===== config.mk =====
export PLATFORM = sky130hd
export DESIGN_NAME = integer_to_ascii_formatter_top
export DESIGN_NICKNAME = d
export VERILOG_FILES = /design/src/design/itoa_fmt_pkg.sv /design/src/design/integer_to_ascii_formatter_top.sv /design/src/design/itoa_fmt_dp.sv /design/src/design/itoa_fmt_ctrl.sv
export SDC_FILE = /design/constraint.sdc
export NUM_CORES = 1
export LEC_CHECK = 0
export ABC_AREA = 1
export ABC_CLOCK_PERIOD_IN_PS = 7610
export CORE_MARGIN = 2
export CORE_UTILIZATION = 65
export DETAILED_ROUTE_END_ITERATION = 8
export DONT_BUFFER_PORTS = 1
export HOLD_SLACK_MARGIN = 0.15
export PLACE_DENSITY = 0.77
export SLEW_MARGIN = 30
export SYNTH_ARGS = -nofsm -noshare
export SYNTH_HDL_FRONTEND = slang
export SYNTH_HIERARCHICAL = 1
export SYNTH_SLANG_ARGS = --single-unit

===== constraint.sdc =====
create_clock -name clk_i -period 7.61 [get_ports clk_i]
set_clock_uncertainty 0.1 [all_clocks]
set_input_delay 1.522 -clock clk_i [delete_from_list [all_inputs] [get_ports clk_i]]
set_output_delay 1.522 -clock clk_i [all_outputs]
set_load 0.01 [all_outputs]

===== src/design/itoa_fmt_pkg.sv =====
// ----------------------------------------------------------------------------
// itoa_fmt_pkg
// Shared types, format codes and character tables for the integer to ASCII
// formatter.
// ----------------------------------------------------------------------------
package itoa_fmt_pkg;

  // format kinds
  localparam logic [2:0] KIND_SDEC = 3'd0;
  localparam logic [2:0] KIND_UDEC = 3'd1;
  localparam logic [2:0] KIND_HEXL = 3'd2;
  localparam logic [2:0] KIND_HEXU = 3'd3;
  localparam logic [2:0] KIND_PTR  = 3'd4;

  // digit store geometry: sixteen nibbles, most significant digit on top
  localparam int unsigned STORE_BITS = 64;
  localparam int unsigned BIN_BITS   = 32;
  localparam int unsigned BCD_DIGITS = 10;
  localparam int unsigned BCD_BITS   = BCD_DIGITS * 4;
  localparam int unsigned REM_W      = 5;

  localparam logic [REM_W-1:0] REM_DEC   = 5'd10;
  localparam logic [REM_W-1:0] REM_HEX32 = 5'd8;
  localparam logic [REM_W-1:0] REM_HEX64 = 5'd16;
  localparam logic [REM_W-1:0] REM_ONE   = 5'd1;

  localparam logic [4:0] CONV_LAST = 5'd31;
  localparam logic [2:0] NIL_LAST  = 3'd4;

  // fixed characters
  localparam logic [7:0] CHR_MINUS = 8'h2d;
  localparam logic [7:0] CHR_ZERO  = 8'h30;
  localparam logic [7:0] CHR_X     = 8'h78;

  // character source for the current beat
  typedef enum logic [2:0] {
    SEL_MINUS,
    SEL_ZERO,
    SEL_X,
    SEL_NIL,
    SEL_DIGIT
  } char_sel_e;

  // controller to datapath
  typedef struct packed {
    logic      load;
    logic      conv_step;
    logic      shift;
    logic      emit;
    char_sel_e sel;
    logic [2:0] nil_idx;
  } dp_cmd_t;

  // datapath to controller
  typedef struct packed {
    logic neg;
    logic ptr_zero;
    logic conv_last;
    logic top_zero;
    logic rem_one;
  } dp_status_t;

  // digit to ASCII, either case for hex letters
  function automatic logic [7:0] digit_char(input logic [3:0] d, input logic upper);
    logic [7:0] c;
    if (d < 4'd10) begin
      c = 8'h30 + {4'd0, d};
    end else if (upper) begin
      c = 8'h41 + {4'd0, d - 4'd10};
    end else begin
      c = 8'h61 + {4'd0, d - 4'd10};
    end
    return c;
  endfunction

  // the "(nil)" text
  function automatic logic [7:0] nil_char(input logic [2:0] idx);
    logic [7:0] c;
    case (idx)
      3'd0:    c = 8'h28;
      3'd1:    c = 8'h6e;
      3'd2:    c = 8'h69;
      3'd3:    c = 8'h6c;
      default: c = 8'h29;
    endcase
    return c;
  endfunction

endpackage


===== src/design/integer_to_ascii_formatter_top.sv =====
// ----------------------------------------------------------------------------
// integer_to_ascii_formatter_top
// Formats one integer per input beat as ASCII text, one character per
// output beat, most significant digit first.
// ----------------------------------------------------------------------------
// Usage:
//  - input channel (in_valid_i / in_stall_o) carries kind_i and value_i;
//    kinds 5 to 7 are taken and dropped without any output
//  - output channel (out_valid_o / out_stall_i) carries character_o,
//    last_o on the final character, and total_count_o, the saturating
//    number of characters sent since reset including this one
//  - one item is worked on at a time; in_stall_o stays high until the
//    last character of the current item has been taken
//  - decimal kinds run the shift-and-add-3 converter, then drop leading
//    zero digits before the digits are sent
//  - hex and pointer kinds skip the converter; hex goes straight to the
//    leading zero drop, pointer sends 0x first, or (nil) for a zero value
//  - one character goes out per cycle when the receiver does not stall
//  - a receiver stall holds the current character and freezes the block
//  - reset clears the state machine and the character count
// ----------------------------------------------------------------------------
module integer_to_ascii_formatter_top import itoa_fmt_pkg::*; #(
  parameter int unsigned COUNT_BITS = 32
) (
  input  logic        clk_i,
  input  logic        rst_ni,
  input  logic        in_valid_i,
  output logic        in_stall_o,
  input  logic [2:0]  kind_i,
  input  logic [63:0] value_i,
  output logic        out_valid_o,
  input  logic        out_stall_i,
  output logic [7:0]  character_o,
  output logic        last_o,
  output logic [31:0] total_count_o
);

  dp_cmd_t    cmd;
  dp_status_t status;

  // sequencing and handshakes
  itoa_fmt_ctrl u_ctrl (
    .clk_i       (clk_i),
    .rst_ni      (rst_ni),
    .in_valid_i  (in_valid_i),
    .in_stall_o  (in_stall_o),
    .kind_i      (kind_i),
    .out_valid_o (out_valid_o),
    .out_stall_i (out_stall_i),
    .last_o      (last_o),
    .status_i    (status),
    .cmd_o       (cmd)
  );

  // digit store, converter and counter
  itoa_fmt_dp #(
    .COUNT_BITS (COUNT_BITS)
  ) u_dp (
    .clk_i         (clk_i),
    .rst_ni        (rst_ni),
    .kind_i        (kind_i),
    .value_i       (value_i),
    .cmd_i         (cmd),
    .status_o      (status),
    .character_o   (character_o),
    .total_count_o (total_count_o)
  );

endmodule


===== src/design/itoa_fmt_dp.sv =====
// ----------------------------------------------------------------------------
// itoa_fmt_dp
// Datapath: digit store, shift-and-add-3 binary to BCD converter, remaining
// digit counter, character select and the saturating beat counter.
// ----------------------------------------------------------------------------
module itoa_fmt_dp import itoa_fmt_pkg::*; #(
  parameter int unsigned COUNT_BITS = 32
) (
  input  logic        clk_i,
  input  logic        rst_ni,
  input  logic [2:0]  kind_i,
  input  logic [63:0] value_i,
  input  dp_cmd_t     cmd_i,
  output dp_status_t  status_o,
  output logic [7:0]  character_o,
  output logic [31:0] total_count_o
);

  logic [STORE_BITS-1:0] store_q, store_d;
  logic [BIN_BITS-1:0]   bin_q, bin_d;
  logic [REM_W-1:0]      rem_q, rem_d;
  logic [4:0]            iter_q, iter_d;
  logic                  upper_q, upper_d;
  logic [COUNT_BITS-1:0] count_q, count_d, count_next;
  logic [BCD_BITS-1:0]   bcd_corr;
  logic [31:0]           low;

  assign low = value_i[31:0];

  // add-3 correction on every BCD digit before the shift
  always_comb begin
    for (int i = 0; i < BCD_DIGITS; i++) begin
      bcd_corr[4*i +: 4] = (store_q[STORE_BITS-BCD_BITS+4*i +: 4] >= 4'd5)
                         ? store_q[STORE_BITS-BCD_BITS+4*i +: 4] + 4'd3
                         : store_q[STORE_BITS-BCD_BITS+4*i +: 4];
    end
  end

  // store, magnitude, digit count and conversion step counter
  always_comb begin
    store_d = store_q;
    bin_d   = bin_q;
    rem_d   = rem_q;
    iter_d  = iter_q;
    upper_d = upper_q;
    if (cmd_i.load) begin
      iter_d  = '0;
      upper_d = (kind_i == KIND_HEXU);
      case (kind_i) inside
        KIND_SDEC, KIND_UDEC: begin
          bin_d   = (kind_i == KIND_SDEC && low[31]) ? (~low + 32'd1) : low;
          store_d = '0;
          rem_d   = REM_DEC;
        end
        KIND_HEXL, KIND_HEXU: begin
          store_d = {low, 32'd0};
          rem_d   = REM_HEX32;
        end
        KIND_PTR: begin
          store_d = value_i;
          rem_d   = REM_HEX64;
        end
        default: ;
      endcase
    end else if (cmd_i.conv_step) begin
      store_d[STORE_BITS-1 -: BCD_BITS] = {bcd_corr[BCD_BITS-2:0], bin_q[BIN_BITS-1]};
      bin_d  = {bin_q[BIN_BITS-2:0], 1'b0};
      iter_d = iter_q + 5'd1;
    end else if (cmd_i.shift) begin
      store_d = {store_q[STORE_BITS-5:0], 4'd0};
      rem_d   = rem_q - REM_ONE;
    end
  end

  // saturating beat count
  assign count_next = (&count_q) ? count_q : count_q + 1'b1;
  assign count_d    = cmd_i.emit ? count_next : count_q;

  always_ff @(posedge clk_i or negedge rst_ni) begin
    if (!rst_ni) begin
      rem_q   <= REM_ONE;
      iter_q  <= '0;
      count_q <= '0;
    end else begin
      rem_q   <= rem_d;
      iter_q  <= iter_d;
      count_q <= count_d;
    end
  end

  always_ff @(posedge clk_i) begin
    store_q <= store_d;
    bin_q   <= bin_d;
    upper_q <= upper_d;
  end

  // status back to the controller
  assign status_o.neg       = (kind_i == KIND_SDEC) && low[31];
  assign status_o.ptr_zero  = (value_i == 64'd0);
  assign status_o.conv_last = (iter_q == CONV_LAST);
  assign status_o.top_zero  = (store_q[STORE_BITS-1 -: 4] == 4'd0);
  assign status_o.rem_one   = (rem_q == REM_ONE);

  // character of the current beat
  always_comb begin
    case (cmd_i.sel)
      SEL_MINUS: character_o = CHR_MINUS;
      SEL_ZERO:  character_o = CHR_ZERO;
      SEL_X:     character_o = CHR_X;
      SEL_NIL:   character_o = nil_char(cmd_i.nil_idx);
      default:   character_o = digit_char(store_q[STORE_BITS-1 -: 4], upper_q);
    endcase
  end

  assign total_count_o = 32'(count_next);

  // digit count stays within the store
  a_rem_range: assert property (@(posedge clk_i) disable iff (!rst_ni)
    rem_q != '0 && rem_q <= REM_HEX64)
    else $error("remaining digit count out of range");

  // count only moves on a beat, and never backwards
  a_count_hold: assert property (@(posedge clk_i) disable iff (!rst_ni)
    !cmd_i.emit |=> count_q == $past(count_q))
    else $error("beat count changed without a beat");

  a_count_mono: assert property (@(posedge clk_i) disable iff (!rst_ni)
    cmd_i.emit |=> count_q >= $past(count_q))
    else $error("beat count went backwards");

endmodule


===== src/design/itoa_fmt_ctrl.sv =====
// ----------------------------------------------------------------------------
// itoa_fmt_ctrl
// Controller: sequences sign, prefix, (nil) text, conversion, leading zero skip and
// digit beats, and drives the handshakes.
// ----------------------------------------------------------------------------
module itoa_fmt_ctrl import itoa_fmt_pkg::*; (
  input  logic       clk_i,
  input  logic       rst_ni,
  input  logic       in_valid_i,
  output logic       in_stall_o,
  input  logic [2:0] kind_i,
  output logic       out_valid_o,
  input  logic       out_stall_i,
  output logic       last_o,
  input  dp_status_t status_i,
  output dp_cmd_t    cmd_o
);

  typedef enum logic [2:0] {
    S_IDLE,
    S_MINUS,
    S_CONV,
    S_PFX0,
    S_PFX1,
    S_NIL,
    S_SKIP,
    S_DIGIT
  } state_e;

  state_e     state_q, state_d;
  logic [2:0] nil_idx_q, nil_idx_d;
  logic       beat;

  assign beat = out_valid_o && !out_stall_i;

  // next state and datapath commands
  always_comb begin
    state_d         = state_q;
    nil_idx_d       = nil_idx_q;
    in_stall_o      = 1'b1;
    out_valid_o     = 1'b0;
    last_o          = 1'b0;
    cmd_o           = '0;
    cmd_o.sel       = SEL_DIGIT;
    cmd_o.nil_idx   = nil_idx_q;
    unique case (state_q)
      S_IDLE: begin
        in_stall_o = 1'b0;
        if (in_valid_i) begin
          cmd_o.load = 1'b1;
          nil_idx_d  = '0;
          case (kind_i) inside
            KIND_SDEC:            state_d = status_i.neg ? S_MINUS : S_CONV;
            KIND_UDEC:            state_d = S_CONV;
            KIND_HEXL, KIND_HEXU: state_d = S_SKIP;
            KIND_PTR:             state_d = status_i.ptr_zero ? S_NIL : S_PFX0;
            default:              state_d = S_IDLE;
          endcase
        end
      end
      S_MINUS: begin
        out_valid_o = 1'b1;
        cmd_o.sel   = SEL_MINUS;
        if (!out_stall_i) state_d = S_CONV;
      end
      S_CONV: begin
        cmd_o.conv_step = 1'b1;
        if (status_i.conv_last) state_d = S_SKIP;
      end
      S_PFX0: begin
        out_valid_o = 1'b1;
        cmd_o.sel   = SEL_ZERO;
        if (!out_stall_i) state_d = S_PFX1;
      end
      S_PFX1: begin
        out_valid_o = 1'b1;
        cmd_o.sel   = SEL_X;
        if (!out_stall_i) state_d = S_SKIP;
      end
      S_NIL: begin
        out_valid_o = 1'b1;
        cmd_o.sel   = SEL_NIL;
        last_o      = (nil_idx_q == NIL_LAST);
        if (!out_stall_i) begin
          nil_idx_d = nil_idx_q + 3'd1;
          if (nil_idx_q == NIL_LAST) state_d = S_IDLE;
        end
      end
      S_SKIP: begin
        // drop leading zeros, keep at least one digit
        if (status_i.top_zero && !status_i.rem_one) begin
          cmd_o.shift = 1'b1;
        end else begin
          state_d = S_DIGIT;
        end
      end
      S_DIGIT: begin
        out_valid_o = 1'b1;
        last_o      = status_i.rem_one;
        if (!out_stall_i) begin
          if (status_i.rem_one) state_d = S_IDLE;
          else cmd_o.shift = 1'b1;
        end
      end
      default: state_d = S_IDLE;
    endcase
    cmd_o.emit = beat;
  end

  always_ff @(posedge clk_i or negedge rst_ni) begin
    if (!rst_ni) begin
      state_q   <= S_IDLE;
      nil_idx_q <= '0;
    end else begin
      state_q   <= state_d;
      nil_idx_q <= nil_idx_d;
    end
  end

  // after the final beat the block is free for the next item
  a_last_idle: assert property (@(posedge clk_i) disable iff (!rst_ni)
    beat && last_o |=> !out_valid_o && !in_stall_o)
    else $error("block busy after last beat");

  // no item taken while beats are pending
  a_no_overlap: assert property (@(posedge clk_i) disable iff (!rst_ni)
    !in_stall_o |-> !out_valid_o)
    else $error("input accepted while output pending");

  // conversion is never cut short by an input item
  a_conv_busy: assert property (@(posedge clk_i) disable iff (!rst_ni)
    cmd_o.conv_step |-> in_stall_o && !cmd_o.load)
    else $error("load during conversion");

endmodule

Word-level counts from Yosys, hierarchy flattened
Cells that the tools add are included.

Memories: 0. Logic and storage cells: 162. Bits in writable memories: 0. Bits in latches: 0. Input port bits: 71. Register bits: 145. Output and inout bits: 43. Memory bits (read-only): 0.

Multiplexer cells: 65. Multipliers: 0. Bitwise logic cells: 1. $lt $le $gt $ge: 11. Reduce and logical (&&, ||, !) cells: 24. Shifts and indexed selects: 0. Eq/ne operators: 33. Divide/modulo/power cells: 0. $add $sub $neg: 19.

Operators with widths (number): 2-to-1 mux 64 bit (5); 2-to-1 mux 32 bit (5); adder 32 x 1 -> 32 bit, second input constant (2); zero test 64 bit (1); 2-to-1 mux 3 bit (18); >= comparator 4 x 3 -> 1 bit, second input constant (10); 2-to-1 mux 40 bit (1); 2-to-1 mux 5 bit (8); adder 4 x 2 -> 4 bit, second input constant (9); 2-to-1 mux 4 bit (9); inverter 32 bit (1); case mux 8 bit (4 select lines) (1); AND reduction 32 bit (1); case mux 7 bit (4 select lines) (1); equality test 3 x 2 -> 1 bit, second input constant (8); 2-to-1 mux 24 bit (1); case mux 3 bit (8 select lines) (1); equality test 3 bit, second input constant (6); adder 7 x 4 -> 8 bit, first input constant (2); 2-to-1 mux 8 bit (2); != test 2 bit, second input constant (8); equality test 3 x 1 -> 1 bit, second input constant (4); zero test 3 bit (4); case mux 3 bit (4 select lines) (1); 25 further kinds (44).

Longest topological paths before layout
Gate-level depths: netlist of run 1.

Depth in word-level cells: 8. Mapped depth: 15. Mapped depth without buffers: 15.

Cells and area by module
Netlist of run 1, hierarchy kept.

By module, submodules not included: itoa_fmt_dp (cells an instance 1292, instances 1, sequential area each 3965.1 µm², area each 9549.2 µm²); itoa_fmt_ctrl (cells an instance 98, instances 1, sequential area each 150.1 µm², area each 665.6 µm²).

Worst setup path before layout of run 1
OpenSTA, ideal clock, no wires.

Kind: input to register. From: input in_valid_i. To: register u_dp.store_q[24] (enable). Library setup time: 461 ps. Path buffers: 2. Data required time: 7049 ps. Data arrival time: 4163 ps. Path slack: 2885 ps. Stages: 6. Cell sequence: nand2_4 > inv_1 > buf_2 > inv_2 > clkbuf_1 > a31oi_1.

RTL lines: start, declared (RTL line integer_to_ascii_formatter_top.sv:27) `input logic in_valid_i,`; end signal, assigned (RTL line itoa_fmt_dp.sv:92) `store_q <= store_d;`; end, declared (RTL line itoa_fmt_dp.sv:19) `logic [STORE_BITS-1:0] store_q, store_d;`.

Final worst setup path of run 1
From: register u_dp.count_q[0]. To: output total_count_o[0].

Word-level cells in the longest chain between the ends: 2. Elaborated cells between the ends (all ways): 3. Those cells by class: add/sub (1); mux (1); reduce/logical (1).

Ends and longest elaborated chain: start, declared (RTL line itoa_fmt_dp.sv:24) `logic [COUNT_BITS-1:0] count_q, count_d, count_next;`; start signal, assigned (RTL line itoa_fmt_dp.sv:87) `count_q <= count_d;`; adder 32 x 1 -> 32 bit / AND reduction 32 bit (equally long branches) (RTL line itoa_fmt_dp.sv:76) `assign count_next = (&count_q) ? count_q : count_q + 1'b1;`; 2-to-1 mux 32 bit (*) (RTL line itoa_fmt_dp.sv:76); end, declared (RTL line integer_to_ascii_formatter_top.sv:35) `output logic [31:0] total_count_o`.

Mark *: on every way between the ends. The rest lies on a longest branch, timed or not.

==> impl_metrics.toml, run 1 <==
[timing]
final-setup-viol-count = 0
setup-tns-final_ns = 0
fin_crit_ns = 4.38
worst_slew_margin_rel_pct = 43.6
final.period_utilization_pct = 57.5
rsz0062_at_grt = "false"
timing.hold.ws_ns = 0.401
max_freq_mhz = 228
hold_violations = 0
report.final.slew_viol_count = 0
worstMarginPinSlew_ns = 0.845
worst_setup_slack_after_layout_ns = 3.23

[yosys]
synth_enable_flop_cells = 97
syn_nets = 1491
postSynthCellCount = 1390
synth_top_area_cell = "sky130_fd_sc_hd__edfxtp_1"
synthFlopType = "sky130_fd_sc_hd__edfxtp_1"
synthDominantCellAreaShare_pct = 28.5
synth_cell_type_count = 47
synth.cell_area_um2 = 10200
top_post_synthesis_cells_by_area = "sky130_fd_sc_hd__edfxtp_1, sky130_fd_sc_hd__nand2_1, sky130_fd_sc_hd__dfrtp_1"
warnings_from_yosys = 6
synth.ff_latch_count = 145
synth-seq-area-share_pct = 40.3
synth-async-reset-ratio_pct = 33.1
syn_avg_cell_area_um2 = 7.35

[run]
maxcap_viol_count = 0

[clock_tree]
post_cts_buffers = 0
tritoncts.num_buffers = 17
clock-root-buffer = "sky130_fd_sc_hd__clkbuf_16"
max-clock-path-buffers = 2
cts-hold-fix-buffers = 0
clock_latency_ns = 0.43
number_of_clock_sinks = 145
h_tree_level_count = 4
cts.repair.resized = 0
tritoncts_clock_tree = "done"
clk_transition_reported_paths_ns = 0.06

[place]
gp_routability_congestion = 0.993
placedInstanceArea_um2 = 10300
dpl_worst_slack_ns = 3.62
place.detailed.hpwl_um = 19900
port_buffers = 0

[worst_setup_path]
worst_setup_path_end_kind = "primary output"
start_kind = "flip-flop"
worstSetupPathType = "reg2out"
path_max_fanout = 30
critPathRequiredTime_ns = 5.99
arrival_time_at_the_worst_endpoint_ns = 2.76

[power_and_ir_drop]
cellPowerDensity_nw_per_um2 = 384
ir_drop_mv = 0.211
leakage_uw = 0.00481

[hold_path]
hold_path_class = "reg2reg"

[route]
via_per_inst = 5.96
via_count = 9492
wirelength_um = 27900
drt-pass1-iter-count = 6
iter_0_drt_violations = 1046
route.detailed.wl_per_inst_um = 17.5
antenna_violating_nets_post_route = 0
detail_route.drc_violations = 0

[global_routing]
track_usage_pct = 33.8
global_route_wire_length_before_repair_um = 43700
gr-max-usage-layer = "met2"
global_route.usage.met1_pct = 41.1
grt_start_max_net_pins = 62
antenna_found_initial = 0
overflow = 0
grt_pass1_vias = 8874
grt.met3_usage_pct = 7.72
use_met2_pct = 56.5

[finish]
antennaDiodeCount = 0
nets = 1469
design_area_um2 = 10900
area_growth_pct = 6.86
drive_above_1_share_pct = 6.73

[die]
floorplan.die_area_um2 = 16700
floorplan.die.width_um = 129
design.portCount = 114
rows = 45
coreArea_um2 = 15300
start_util_pct = 66.9
die_h_um = 129

[outcome]
status = "complete, no violations"
==> placed cells by master (no fill, tap or decap), types with 25 or more instances in the layout <==
cell	instances
sky130_fd_sc_hd__nand2_1	390
sky130_fd_sc_hd__inv_1	166
sky130_fd_sc_hd__nor2_1	140
sky130_fd_sc_hd__o21ai_0	128
sky130_fd_sc_hd__nand3_1	112
sky130_fd_sc_hd__edfxtp_1	97
sky130_fd_sc_hd__dfrtp_1	47
sky130_fd_sc_hd__a21oi_1	37
sky130_fd_sc_hd__ha_1	30
sky130_fd_sc_hd__o211ai_1	26
sky130_fd_sc_hd__xor2_1	25
sky130_fd_sc_hd__o221ai_1	25
==> metrics by stage <==
stage                     utilization (%)  instances  power, uW
after floorplan                         -       1390       2890
after global placement               67.5       1560       3230
after detailed placement             67.6       1560       3290
after CTS                            71.5       1592       4170
after global routing                 71.5       1592       4490
final                                71.5       1592       4190
==> per-layer routing <==
layer	part of all wire, %	vias up
met5	0	-
met4	5.0	0
met3	8.3	93
met2	48	481
met1	39	4329
li1	-	4589
==> synthesized netlist by cell type (all sizes together) (26+ instances only) <==
cell type and n:
a21oi 38, clkbuf 28, dfrtp 47, edfxtp 97, ha 30, inv 174
nand2 403, nand3 120, nor2 152, o211ai 26, o21ai 134, xor2 26
==> area by class of cell <==
type                            instances  area (um^2)
Fill cell                            1293         4340
Multi-Input combinational cell       1021         5220
Timing Repair Buffer                    6         45.0
Sequential cell                       145         4120
Clock buffer                           18          429
Clock inverter                         14          178
Inverter                              177          668
Tap cell                              211          264
==> registers in the layout, summed over array words and instances, names as in the netlist <==
register          count
u_dp/store_q         64
u_dp/bin_q           32
u_dp/count_q         32
u_dp/iter_q           5
u_dp/rem_q            5
u_ctrl/nil_idx_q      3
u_ctrl/state_q        3
u_dp/upper_q          1
==> logic make-up (layout without fill, tap and decap cells) <==
group / Yosys count / after routing / synth area share [%]
adder cells (fa/ha/maj): 30 / 30 / 3.67
flip-flops: 145 / 145 / 40.3
AND/OR/NAND/NOR: 716 / 716 / 30.5
AO/OA/AOI/OAI: 246 / 246 / 14.1
buffers and inverters: 224 / 215 / 8.93
other: 1 / 1 / 0.0367
XOR/XNOR: 28 / 28 / 2.47
==> worst max-delay path, stage by stage, from the launching register on <==
cell and delay, ns:
sky130_fd_sc_hd__dfrtp_1 0.50, sky130_fd_sc_hd__ha_1 0.33, sky130_fd_sc_hd__inv_2 0.10, sky130_fd_sc_hd__nor2_4 0.22
sky130_fd_sc_hd__nand2_4 0.09, sky130_fd_sc_hd__nor2_4 0.22, sky130_fd_sc_hd__nand2_2 0.45, sky130_fd_sc_hd__xor2_2 0.41
==> final timing paths <==
kind,from,to,slack [ns],cells after the start
hold reg to reg,u_dp/rem_q[2]$_DFFE_PN0P_,u_dp/rem_q[2]$_DFFE_PN0P_,0.40,1
setup / recovery,u_dp/count_q[0]$_DFFE_PN0P_,total_count_o[0],3.23,7
hold / removal,u_dp/rem_q[2]$_DFFE_PN0P_,u_dp/rem_q[2]$_DFFE_PN0P_,0.40,1
max in group asynchronous,rst_ni,u_dp/rem_q[0]$_DFFE_PN1P_,6.53,0
min in group asynchronous,rst_ni,u_ctrl/nil_idx_q[0]$_DFFE_PN0P_,0.69,0
setup reg to reg,u_ctrl/state_q[0]$_DFFE_PN0P_,u_dp/store_q[6]$_DFFE_PP_,3.82,10
==> report_power, final <==
group / total (uW) / internal (uW) / leakage, uW / switching [uW]
Sequential: 1590 / 1350 / 0.00155 / 238
Clock: 866 / 519 / 0.000284 / 347
Combinational: 1740 / 555 / 0.00297 / 1190
Power figures use the tool's default switching activity.
==> run 2: changes to the inputs <==
--- a/config.mk
+++ b/config.mk
@@ -6,13 +6,13 @@
 export NUM_CORES = 1
 export LEC_CHECK = 0
 export ABC_AREA = 1
-export ABC_CLOCK_PERIOD_IN_PS = 7610
+export ABC_CLOCK_PERIOD_IN_PS = 4000
 export CORE_MARGIN = 2
-export CORE_UTILIZATION = 65
+export CORE_UTILIZATION = 59
 export DETAILED_ROUTE_END_ITERATION = 8
 export DONT_BUFFER_PORTS = 1
 export HOLD_SLACK_MARGIN = 0.15
-export PLACE_DENSITY = 0.77
+export PLACE_DENSITY = 0.74
 export SLEW_MARGIN = 30
 export SYNTH_ARGS = -nofsm -noshare
 export SYNTH_HDL_FRONTEND = slang
==> constraint.sdc (replaced) <==
create_clock -name clk_i -period 4 [get_ports clk_i]
set_clock_uncertainty 0.1 [all_clocks]
set_input_delay 0.8 -clock clk_i [delete_from_list [all_inputs] [get_ports clk_i]]
set_output_delay 0.8 -clock clk_i [all_outputs]
set_load 0.01 [all_outputs]
==> impl_metrics.toml, run 2 (synthesis gave the netlist of run 1 again) <==
[timing]
report.final.slew_viol_count = 0
fin_crit_ns = 3.57
worst_slew_margin_rel_pct = 51.6
hold_violations = 0
max_freq_mhz = 280
worstMarginPinSlew_ns = 0.721
rsz0062_at_grt = "false"
final-setup-viol-count = 0
final.period_utilization_pct = 89.3
setup-tns-final_ns = 0

[die]
rows = 48
die_h_um = 136
start_util_pct = 59.7
floorplan.die_area_um2 = 18400
coreArea_um2 = 17100
floorplan.die.width_um = 136
design.portCount = 114

[clock_tree]
clock-root-buffer = "sky130_fd_sc_hd__clkbuf_16"
tritoncts_clock_tree = "done"
tritoncts.num_buffers = 17
clock_latency_ns = 0.42
number_of_clock_sinks = 145
h_tree_level_count = 4
max-clock-path-buffers = 2
post_cts_buffers = 0
clk_transition_reported_paths_ns = 0.06

[worst_setup_path]
r2r_slack_ns = 0.93
critPathRequiredTime_ns = 3.10
worst_setup_path_end_kind = "primary output"
critPathSlowestCell = "sky130_fd_sc_hd__dfrtp_1"
timing.critical_path.buf_inv = 1
arrival_time_at_the_worst_endpoint_ns = 2.67
crit_family = "simple AND/OR/NAND/NOR gates"
critical_path.max_stage_delay_ns = 0.52
most_frequent_cell_on_the_critical_path = "sky130_fd_sc_hd__nor2_4"
path_max_fanout = 30
start_kind = "flip-flop"
crit_chain = "ha_1 -> inv_2 -> nor2_4 -> nand2_4 -> nor2_4 -> nand2_2 -> nand3_1"
worstSetupPathType = "reg2out"

[route]
drt-pass1-iter-count = 7
via_per_inst = 5.92
route.detailed.wl_per_inst_um = 18.0
detail_route.drc_violations = 0
via_count = 9559
iter_0_drt_violations = 1084
wirelength_um = 29000
antenna_violating_nets_post_route = 0

[power_and_ir_drop]
leakage_uw = 0.00486
ir_drop_mv = 0.410
cellPowerDensity_nw_per_um2 = 730

[place]
place.detailed.hpwl_um = 21200
gp_routability_congestion = 1.00
port_buffers = 0
numPlacedInstances = 1580

[hold_path]
hold_path_class = "reg2reg"

[finish]
final_cells = 1614
antennaDiodeCount = 0
max_flop_register = "u_dp/store_q"
nets = 1477
area_growth_pct = 8.02
largest_register_ffs = 64
commonest_non_fill_non_tap_cells_in_the_layout = "sky130_fd_sc_hd__nand2_1, sky130_fd_sc_hd__inv_1, sky130_fd_sc_hd__nor2_1"
drive_above_1_share_pct = 6.77
most_common_library_cell_in_the_layout_ignoring_fill_and_taps = "sky130_fd_sc_hd__nand2_1"
top_regs = "u_dp/store_q: 64 flops, u_dp/bin_q: 32 flops, u_dp/count_q: 32 flops"

[global_routing]
track_usage_pct = 31.4
grt_start_max_net_pins = 61
overflow = 0
global_route_wire_length_before_repair_um = 44900
antenna_found_initial = 0
grt_pass1_vias = 8604

[outcome]
status = "complete, no violations"

[run]
maxcap_viol_count = 0
[run 2: changes by cell type in the layout (fill, tap and decap cells not counted)]
| cell | previous run | this run |
|---|---|---|
| sky130_fd_sc_hd__dlygate4sd3_1 | 0 | 1 |
| sky130_fd_sc_hd__bufinv_16 | 3 | 4 |
| sky130_fd_sc_hd__inv_6 | 4 | 0 |
| sky130_fd_sc_hd__buf_4 | 6 | 10 |
| sky130_fd_sc_hd__clkbuf_1 | 1 | 4 |
| sky130_fd_sc_hd__clkinvlp_4 | 4 | 2 |
| sky130_fd_sc_hd__buf_16 | 0 | 1 |
| sky130_fd_sc_hd__inv_1 | 166 | 167 |
| sky130_fd_sc_hd__clkinv_4 | 2 | 1 |
| sky130_fd_sc_hd__buf_12 | 0 | 2 |
| sky130_fd_sc_hd__clkinv_1 | 1 | 3 |
[run 2: layout make-up]
type | count | area, um^2
clock buffers | 21 | 440
clock inverters | 11 | 163
fillers | 1470 | 6080
inverters | 177 | 666
multi-input cells | 1021 | 5220
flip-flops and latches | 145 | 4120
well taps | 225 | 282
repair buffers | 14 | 153
[run 2: final timing paths]
check,start,end,cells after the start
hold / removal,u_dp/rem_q[2]$_DFFE_PN0P_,u_dp/rem_q[2]$_DFFE_PN0P_,1
hold reg to reg,u_dp/rem_q[2]$_DFFE_PN0P_,u_dp/rem_q[2]$_DFFE_PN0P_,1
setup / recovery,u_dp/count_q[0]$_DFFE_PN0P_,total_count_o[9],7
min in group asynchronous,rst_ni,u_ctrl/nil_idx_q[1]$_DFFE_PN0P_,2
max in group asynchronous,rst_ni,u_dp/rem_q[0]$_DFFE_PN1P_,2
setup reg to reg,u_ctrl/state_q[0]$_DFFE_PN0P_,u_dp/store_q[23]$_DFFE_PP_,10
[run 2: report_power, final]
| group | internal, uW | switching [uW] | leakage (uW) |
|---|---|---|---|
| combinational | 1110 | 2270 | 0.00303 |
| clock | 1040 | 620 | 0.000288 |
| sequential | 2560 | 449 | 0.00155 |
| total | 4720 | 3340 | 0.00486 |
[run 2: worst register-to-register path, delay by kind of cell, from the launching register on]
kind / cells / cell delay (ns)
compound gates: 1 / 0.20
buf+inv: 6 / 1.54
simple gates: 3 / 0.36
flops: 1 / 0.57
[run 2: layer usage]
| metal | global-route usage, % | share of wire (%) |
|---|---|---|
| met1 | 45.4 | 43 |
| met2 | 46.2 | 42 |
| met3 | 8.34 | 12 |
| met4 | 9.78 | 2.4 |
| met5 | 0 | 0 |
[run 2: what timing repair did]
item | in CTS | in global routing
hold buffers | 2 | 0
gates resized for setup | 0 | 0
hold endpoints to repair | 48 | 0
[run 2: stage by stage]
| stage | cell area [um^2] | hold WS, ns | total power (uW) | util (%) | setup slack [ns] |
|---|---|---|---|---|---|
| 2_1_floorplan | 10200 | 0.356 | 5500 | - | 0.543 |
| 3_3_place_gp | 10400 | 0.385 | 6250 | 60.7 | 0.945 |
| 3_5_place_dp | 10400 | 0.384 | 6330 | 60.7 | 0.936 |
| 4_1_cts | 11000 | 0.392 | 8030 | 64.5 | 0.474 |
| 5_1_grt | 11000 | 0.446 | 8620 | 64.5 | 0.288 |
| 6_report | 11000 | 0.397 | 8050 | 64.5 | 0.429 |
